==> config.mk <==
export PLATFORM = sky130hd
export DESIGN_NAME = c_escape_string_decoder
export DESIGN_NICKNAME = d
export VERILOG_FILES = /design/src/design/cesd_pkg.sv /design/src/design/c_escape_string_decoder.sv
export SDC_FILE = /design/constraint.sdc
export NUM_CORES = 1
export LEC_CHECK = 0
export ABC_AREA = 1
export BUFFER_PORTS_ARGS = -buffer_cell sky130_fd_sc_hd__buf_2
export CAP_MARGIN = 30
export CORE_MARGIN = 5
export CORE_UTILIZATION = 55
export DETAILED_ROUTE_END_ITERATION = 10
export GPL_TIMING_DRIVEN = 0
export HOLD_SLACK_MARGIN = 0.03
export PLACE_DENSITY = 0.76
export RECOVER_POWER = 100
export SYNTH_ARGS = -nofsm -noshare
export SYNTH_HDL_FRONTEND = slang
export SYNTH_SLANG_ARGS = --single-unit
==> constraint.sdc <==
create_clock -name i_clk -period 6.7 [get_ports i_clk]
set_input_delay 1.675 -clock i_clk [delete_from_list [all_inputs] [get_ports i_clk]]
set_output_delay 1.675 -clock i_clk [all_outputs]
set_load 0.01 [all_outputs]
==> src/design/cesd_pkg.sv <==
`timescale 1ns / 1ps

package cesd_pkg;

    // Default width of the running decoded-length counter.
    localparam int unsigned LENGTH_BITS_DEF = 16;

    // Width of the decoded-length field on the result port.
    localparam int unsigned LEN_FIELD_BITS = 16;

    // Characters that take part in escape decoding.
    localparam logic [7:0] CH_BACKSLASH = 8'h5C;
    localparam logic [7:0] CH_X         = 8'h78;
    localparam logic [7:0] CH_N         = 8'h6E;
    localparam logic [7:0] CH_R         = 8'h72;
    localparam logic [7:0] CH_T         = 8'h74;
    localparam logic [7:0] CH_ZERO      = 8'h30;
    localparam logic [7:0] CH_NINE      = 8'h39;
    localparam logic [7:0] CH_LC_A      = 8'h61;
    localparam logic [7:0] CH_LC_F      = 8'h66;
    localparam logic [7:0] CH_UC_A      = 8'h41;
    localparam logic [7:0] CH_UC_F      = 8'h46;
    localparam logic [7:0] CH_NEWLINE   = 8'h0A;
    localparam logic [7:0] CH_RETURN    = 8'h0D;
    localparam logic [7:0] CH_TAB       = 8'h09;
    localparam logic [7:0] CH_NUL       = 8'h00;

    // One decoded byte waiting in the result buffer.
    typedef struct packed {
        logic [7:0]                out_byte;
        logic                      run_last;
        logic                      string_done;
        logic [LEN_FIELD_BITS-1:0] decoded_length;
    } t_result;

    // Hex digit decode: bit 4 flags a valid digit, bits 3:0 hold its value.
    function automatic logic [4:0] hex_decode(input logic [7:0] b);
        logic [7:0] diff;
        logic [4:0] res;
        res  = 5'd0;
        diff = 8'd0;
        if (b >= CH_ZERO && b <= CH_NINE) begin
            diff = b - CH_ZERO;
            res  = {1'b1, diff[3:0]};
        end else if (b >= CH_LC_A && b <= CH_LC_F) begin
            diff = b - CH_LC_A + 8'd10;
            res  = {1'b1, diff[3:0]};
        end else if (b >= CH_UC_A && b <= CH_UC_F) begin
            diff = b - CH_UC_A + 8'd10;
            res  = {1'b1, diff[3:0]};
        end
        return res;
    endfunction

endpackage

==> src/design/c_escape_string_decoder.sv <==
`timescale 1ns / 1ps

// Streaming C-string escape decoder. Raw string bytes enter one beat at a time, with
// i_end_of_string set on the final byte, and decoded bytes leave one beat at a time, each
// with a running, saturating decoded length. An input byte is decoded in the cycle it is
// accepted and its zero, one or two results are written into a four-entry result buffer;
// the output shows the entry at the buffer head. The input takes one byte per cycle while
// the buffer has two free entries; the single output port drains one result per cycle
// while i_ready is high, so an input that yields two results (a short hex escape or a
// bare \x followed by text) adds to the buffer fill and can hold the input back.
module c_escape_string_decoder #(
    parameter int unsigned LENGTH_BITS = cesd_pkg::LENGTH_BITS_DEF
) (
    input  logic                                i_clk,
    input  logic                                i_rst_n,
    input  logic                                i_valid,
    output logic                                o_ready,
    input  logic [7:0]                          i_in_byte,
    input  logic                                i_end_of_string,
    output logic                                o_valid,
    input  logic                                i_ready,
    output logic [7:0]                          o_out_byte,
    output logic                                o_run_last,
    output logic                                o_string_done,
    output logic [cesd_pkg::LEN_FIELD_BITS-1:0] o_decoded_length
);

    import cesd_pkg::*;

    typedef enum logic [1:0] {
        PH_PLAIN = 2'd0,
        PH_ESC   = 2'd1,
        PH_HEX0  = 2'd2,
        PH_HEX1  = 2'd3
    } t_phase;

    localparam int unsigned BUF_DEPTH = 4;
    localparam int unsigned PTR_BITS  = $clog2(BUF_DEPTH);
    localparam int unsigned CNT_BITS  = $clog2(BUF_DEPTH + 1);
    localparam logic [LENGTH_BITS-1:0] LEN_MAX = {LENGTH_BITS{1'b1}};

    t_phase                 r_phase, n_phase;
    logic [3:0]             r_hex, n_hex;
    logic [LENGTH_BITS-1:0] r_len, n_len;

    t_result                r_buf [BUF_DEPTH];
    logic [PTR_BITS-1:0]    r_head;
    logic [PTR_BITS-1:0]    r_tail;
    logic [CNT_BITS-1:0]    r_count;

    logic                   in_acc;
    logic                   out_acc;
    logic [4:0]             hex_in;
    logic                   plain_esc;
    logic                   em0_v, em1_v;
    logic [7:0]             em0_b, em1_b;
    logic [7:0]             esc_b;
    logic [LENGTH_BITS-1:0] len_1, len_2;
    logic [LEN_FIELD_BITS-1:0] len_1_f, len_2_f;
    t_result                res_0, res_1;
    logic [CNT_BITS-1:0]    push_cnt;
    logic [CNT_BITS-1:0]    pop_cnt;

    // Handshake: room for two results keeps the input side independent of the output side.
    assign in_acc  = i_valid && o_ready;
    assign out_acc = o_valid && i_ready;
    assign o_ready = (r_count <= CNT_BITS'(BUF_DEPTH - 2));
    assign o_valid = (r_count != '0);

    assign hex_in    = hex_decode(i_in_byte);
    assign plain_esc = (i_in_byte == CH_BACKSLASH) && !i_end_of_string;

    // Byte given by a simple escape; any other byte stands for itself.
    always_comb begin
        unique case (i_in_byte)
            CH_N:    esc_b = CH_NEWLINE;
            CH_R:    esc_b = CH_RETURN;
            CH_T:    esc_b = CH_TAB;
            CH_ZERO: esc_b = CH_NUL;
            default: esc_b = i_in_byte;
        endcase
    end

    // Escape decode: up to two results per input byte and the next phase.
    always_comb begin
        em0_v   = 1'b0;
        em0_b   = i_in_byte;
        em1_v   = 1'b0;
        em1_b   = i_in_byte;
        n_phase = r_phase;
        n_hex   = r_hex;
        unique case (r_phase)
            PH_PLAIN: begin
                if (plain_esc) begin
                    n_phase = PH_ESC;
                end else begin
                    em0_v   = 1'b1;
                    n_phase = PH_PLAIN;
                end
            end
            PH_ESC: begin
                n_phase = PH_PLAIN;
                if (i_in_byte == CH_X && !i_end_of_string) begin
                    n_phase = PH_HEX0;
                end else begin
                    em0_v = 1'b1;
                    em0_b = esc_b;
                end
            end
            PH_HEX0: begin
                if (hex_in[4]) begin
                    if (i_end_of_string) begin
                        em0_v   = 1'b1;
                        em0_b   = {4'd0, hex_in[3:0]};
                        n_phase = PH_PLAIN;
                    end else begin
                        n_hex   = hex_in[3:0];
                        n_phase = PH_HEX1;
                    end
                end else begin
                    // A bare \x gives 'x', then the byte is handled as plain text.
                    em0_v = 1'b1;
                    em0_b = CH_X;
                    if (plain_esc) begin
                        n_phase = PH_ESC;
                    end else begin
                        em1_v   = 1'b1;
                        n_phase = PH_PLAIN;
                    end
                end
            end
            PH_HEX1: begin
                em0_v = 1'b1;
                if (hex_in[4]) begin
                    em0_b   = {r_hex, hex_in[3:0]};
                    n_phase = PH_PLAIN;
                end else begin
                    // One hex digit gives its value, then the byte is plain text.
                    em0_b = {4'd0, r_hex};
                    if (plain_esc) begin
                        n_phase = PH_ESC;
                    end else begin
                        em1_v   = 1'b1;
                        n_phase = PH_PLAIN;
                    end
                end
            end
            default: begin
                n_phase = PH_PLAIN;
            end
        endcase
        if (i_end_of_string) begin
            n_phase = PH_PLAIN;
        end
    end

    // Saturating length after the first and the second result.
    assign len_1 = (r_len == LEN_MAX) ? r_len : r_len + LENGTH_BITS'(1);
    assign len_2 = (len_1 == LEN_MAX) ? len_1 : len_1 + LENGTH_BITS'(1);

    generate
        if (LENGTH_BITS >= LEN_FIELD_BITS) begin : g_len_trunc
            assign len_1_f = len_1[LEN_FIELD_BITS-1:0];
            assign len_2_f = len_2[LEN_FIELD_BITS-1:0];
        end else begin : g_len_ext
            assign len_1_f = {{(LEN_FIELD_BITS - LENGTH_BITS){1'b0}}, len_1};
            assign len_2_f = {{(LEN_FIELD_BITS - LENGTH_BITS){1'b0}}, len_2};
        end
    endgenerate

    always_comb begin
        if (!in_acc) begin
            n_len = r_len;
        end else if (i_end_of_string) begin
            n_len = '0;
        end else if (em1_v) begin
            n_len = len_2;
        end else if (em0_v) begin
            n_len = len_1;
        end else begin
            n_len = r_len;
        end
    end

    // Result words; the last one of an input carries the run and string flags.
    always_comb begin
        res_0.out_byte       = em0_b;
        res_0.run_last       = !em1_v;
        res_0.string_done    = !em1_v && i_end_of_string;
        res_0.decoded_length = len_1_f;
        res_1.out_byte       = em1_b;
        res_1.run_last       = 1'b1;
        res_1.string_done    = i_end_of_string;
        res_1.decoded_length = len_2_f;
    end

    assign push_cnt = in_acc ? (CNT_BITS'(em0_v) + CNT_BITS'(em1_v)) : '0;
    assign pop_cnt  = CNT_BITS'(out_acc);

    // Decoder state.
    always_ff @(posedge i_clk) begin
        if (!i_rst_n) begin
            r_phase <= PH_PLAIN;
            r_hex   <= 4'd0;
            r_len   <= '0;
        end else begin
            if (in_acc) begin
                r_phase <= n_phase;
                r_hex   <= n_hex;
            end
            r_len <= n_len;
        end
    end

    // Result buffer pointers and fill count.
    always_ff @(posedge i_clk) begin
        if (!i_rst_n) begin
            r_head  <= '0;
            r_tail  <= '0;
            r_count <= '0;
        end else begin
            r_head  <= r_head + PTR_BITS'(out_acc);
            r_tail  <= r_tail + push_cnt[PTR_BITS-1:0];
            r_count <= r_count + push_cnt - pop_cnt;
        end
    end

    // Result buffer storage.
    always_ff @(posedge i_clk) begin
        if (in_acc && em0_v) begin
            r_buf[r_tail] <= res_0;
        end
        if (in_acc && em1_v) begin
            r_buf[r_tail + PTR_BITS'(1)] <= res_1;
        end
    end

    assign o_out_byte       = r_buf[r_head].out_byte;
    assign o_run_last       = r_buf[r_head].run_last;
    assign o_string_done    = r_buf[r_head].string_done;
    assign o_decoded_length = r_buf[r_head].decoded_length;

    // The buffer never holds more than its depth.
    a_count_bound: assert property (@(posedge i_clk) disable iff (!i_rst_n)
        r_count <= CNT_BITS'(BUF_DEPTH))
        else $error("result buffer overfilled");

    // A string's end resets the length and the phase for the next string.
    a_end_clears: assert property (@(posedge i_clk) disable iff (!i_rst_n)
        in_acc && i_end_of_string |=> (r_len == '0) && (r_phase == PH_PLAIN))
        else $error("state not cleared at end of string");

    // The final byte of a string is always the last result of its input.
    a_done_is_last: assert property (@(posedge i_clk) disable iff (!i_rst_n)
        o_valid && o_string_done |-> o_run_last)
        else $error("string_done without run_last");

    // A final input byte always produces at least one result.
    a_end_emits: assert property (@(posedge i_clk) disable iff (!i_rst_n)
        in_acc && i_end_of_string |-> em0_v)
        else $error("end of string produced no result");

endmodule
==> flow_metrics.tcl <==
set metrics [dict create \
    fp-row-count 43 \
    cp_max_fo 10 \
    drtAntennaViolNets 0 \
    dp_hpwl_mm 16.1 \
    dieArea_um2 16700 \
    dr.pass1.iters 7 \
    p_int_mw 1.82 \
    leakage_nw 3.32 \
    grt_usage_pct 27.6 \
    grt_pass1_wl_mm 35.5 \
    critical_path.cell_chain "clkbuf_1, clkinv_1, ha_1, nand2_1, o211ai_1, nand2_1, nand2_1, inv_1, nand3_1, inv_1, clkbuf_1, ha_1, nand2_1, ha_1, inv_1, ha_1, fa_1, xor2_1, o21ai_0, a21oi_1" \
    num_antenna_cells 0 \
    initial_utilization_pct 56.1 \
    syn_nets 997 \
    crit_path_end_kind "register" \
    clkPwrFrac_pct 33.1 \
    die_x_um 129 \
    postSynthCellCount 970 \
    clk_latency_ns 0.42 \
    overflow 0 \
    rsz0062_at_grt "no" \
    grt_pass1_vias 6722 \
    wl_per_cell_um 18.6 \
    switchingPower_uw 940 \
    slew_viol_final 0 \
    ys_seq_area_share_pct 47.0 \
    vias_per_cell 5.97 \
    gp_congestion 0.950 \
    hold_viol 0 \
    numCtsBuffers 17 \
    required_ns 7.01 \
    area.growth.synth_to_final_pct 13.3 \
    slowest_stage "clkinv_1" \
    hold_path_startpoint "r_buf[2][17]$_SDFFE_PP1P_" \
    io_buffers 38 \
    post_cts_buffers 0 \
    num_vias 7301 \
    status "complete, no violations" \
    yosys_warnings 0 \
    postSynthAreaPerCell_um2 8.03 \
    clock-skew-final_ns 0.00502 \
    antenna_found_initial 0 \
    path_buf_inv 6 \
    synth_seq_cells 133 \
    grt_max_degree 20 \
    fin_crit_ns 5.52 \
    setup_tns_ns 0 \
    setup_viol 0 \
    clock_sinks 133 \
    htreeDepth 4 \
    cts_tree "built" \
    core-area_um2 13900 \
    period_share_pct 82.3 \
    drive_gt1_share_pct 9.50 \
    ir_drop_mv 0.202 \
    tightest_slew_ns 0.725 \
    cts_buffer_depth 2 \
    fin_nets 1058 \
    relSlewSlack_pct 51.5 \
    synth.distinct_cells 42 \
    cts-root-buf "clkbuf_16" \
    power_density_nw_per_um2 312 \
    swShare_pct 34.1 \
    synth_edf_count 100 \
    r2r-start "r_phase[0]$_SDFFE_PN0P_" \
    async_flop_share_pct 0 \
    pwr-share-comb_pct 29.1 \
    dieHeight_um 129 \
    dr.first_iter.drc_count 1287 \
    seq_power_share_pct 37.9 \
    crit_start "i_in_byte[0]" \
    cp_top_family "buffers and inverters" \
    worstPathArrival_ns 5.82 \
    totalPowerFinal_mw 2.76 \
    maxCapViolations 0 \
    cts_resized 0 \
    crit_path_start_kind "input port" \
    fmax_ghz 0.181 \
    holdBufCountCts 0 \
    dp.cells 1192 \
    wl_mm 22.7 \
    hold_class "register to register" \
    netlist_area_um2 7790 \
    path_clk_slew_ns 0.05 \
    pin_count 41 \
    final-instance-count-excl-fill 1222 \
    slowest_delay_ns 0.40 \
    synthFlopType "edfxtp_1" \
    fillers 1206 \
    worstSetupPathType "input port to register" \
    drc 0 \
]
-- layout by cell type, fill, tap and decap left out, types with 3 or more instances in the layout --
cell type / Yosys / layout
nor3_1: 7 / 7
nor2_4: 3 / 3
clkbuf_1: 24 / 57
o211ai_1: 4 / 4
bufinv_16: 0 / 3
a21oi_2: 7 / 4
dfxtp_1: 33 / 33
inv_1: 84 / 86
clkbuf_16: 0 / 17
edfxtp_1: 100 / 100
clkinv_1: 1 / 4
nor2_1: 103 / 104
buf_16: 0 / 4
buf_2: 11 / 19
a21oi_1: 43 / 46
xor2_1: 11 / 11
nand2_2: 14 / 14
ha_1: 13 / 13
xnor2_1: 5 / 5
nor2_2: 10 / 9
nand2_1: 205 / 205
nand4_1: 13 / 13
nand3_1: 42 / 43
o22ai_1: 86 / 86
inv_2: 12 / 10
o21ai_0: 102 / 113
-- cells by family after synthesis --
logic type	after synthesis	share of synthesized area, %
AO/OA/AOI/OAI	265	19.4
flip-flops	133	47.0
AND/OR/NAND/NOR	403	22.3
buffers and inverters	139	7.14
XOR/XNOR	16	1.80
adder cells (fa/ha/maj)	14	2.34
-- final cells by class --
class / count / area, µm² / area share (%)
buffer: 41 / 181 / 2.05
clock buffer: 19 / 433 / 4.90
clock inverter: 11 / 136 / 1.54
inverter: 98 / 370 / 4.20
multi-input combinational: 698 / 3550 / 40.3
sequential: 133 / 3660 / 41.5
tap: 180 / 225 / 2.55
timing repair buffer: 42 / 264 / 2.99
-- synthesized netlist by cell type (all sizes together), types with 2 or more instances --
cell / count / share of area, %
a21oi: 50 / 3.5
a221oi: 2 / 0.22
a22oi: 2 / 0.19
and2: 2 / 0.19
buf: 17 / 1.2
clkbuf: 24 / 1.2
dfxtp: 33 / 8.5
edfxtp: 100 / 39
ha: 13 / 2.1
inv: 97 / 4.7
nand2: 220 / 11
nand3: 44 / 3.1
nand4: 13 / 1.0
nor2: 117 / 6.5
nor3: 7 / 0.45
o211ai: 4 / 0.39
o21ai: 116 / 7.5
o22ai: 86 / 6.9
o32ai: 2 / 0.22
xnor2: 5 / 0.56
xor2: 11 / 1.2
-- worst paths after layout --
check	end	slack (ns)	cells after the start
worst max-delay path	r_count[2]$_SDFF_PN0_	1.18	20
worst min register to register	r_buf[2][17]$_SDFFE_PP1P_	0.45	2
worst min-delay path	r_buf[2][17]$_SDFFE_PP1P_	0.45	2
worst max register to register	r_count[2]$_SDFF_PN0_	3.46	16
-- power by group through the flow --
stage	Combinational, mW	Clock [mW]	Sequential [mW]
2_1_floorplan	0.488	0	1.05
3_3_place_gp	0.774	0	1.06
3_5_place_dp	0.818	0	1.06
4_1_cts	0.823	0.909	1.04
5_1_grt	0.873	0.948	1.05
6_report	0.801	0.911	1.04
-- layer usage --
metal	track usage [%]	vias to the layer above	part of all wire, %
met2	41.8	467	45
li1	-	3491	-
met1	39.0	3275	40
met3	5.81	68	12
met5	0	-	0
met4	10.7	0	3.1
-- flip-flops by register name (all words and copies together) (netlist names) --
signal	flops
r_len	16
r_phase	2
r_tail	2
r_hex	4
r_count	3
r_head	2
r_buf	104
-- stage by stage --
step	worst slack [ns]	hold WS (ns)	utilization, %	cell area [µm²]
floorplan	2.04	0.422	-	7790
finish	1.18	0.455	63.6	8830
CTS	1.63	0.450	64.0	8890
detailed placement	1.18	0.437	59.9	8320
global route	0.839	0.466	63.6	8830
global placement	1.06	0.434	59.1	8210
-- worst min-delay path, delay by kind of cell, from the launching register on --
family | cells | cell delay (ns)
flip-flops | 1 | 0.30
AND/OR/NAND/NOR | 2 | 0.11
Power figures use the tool's default switching activity.
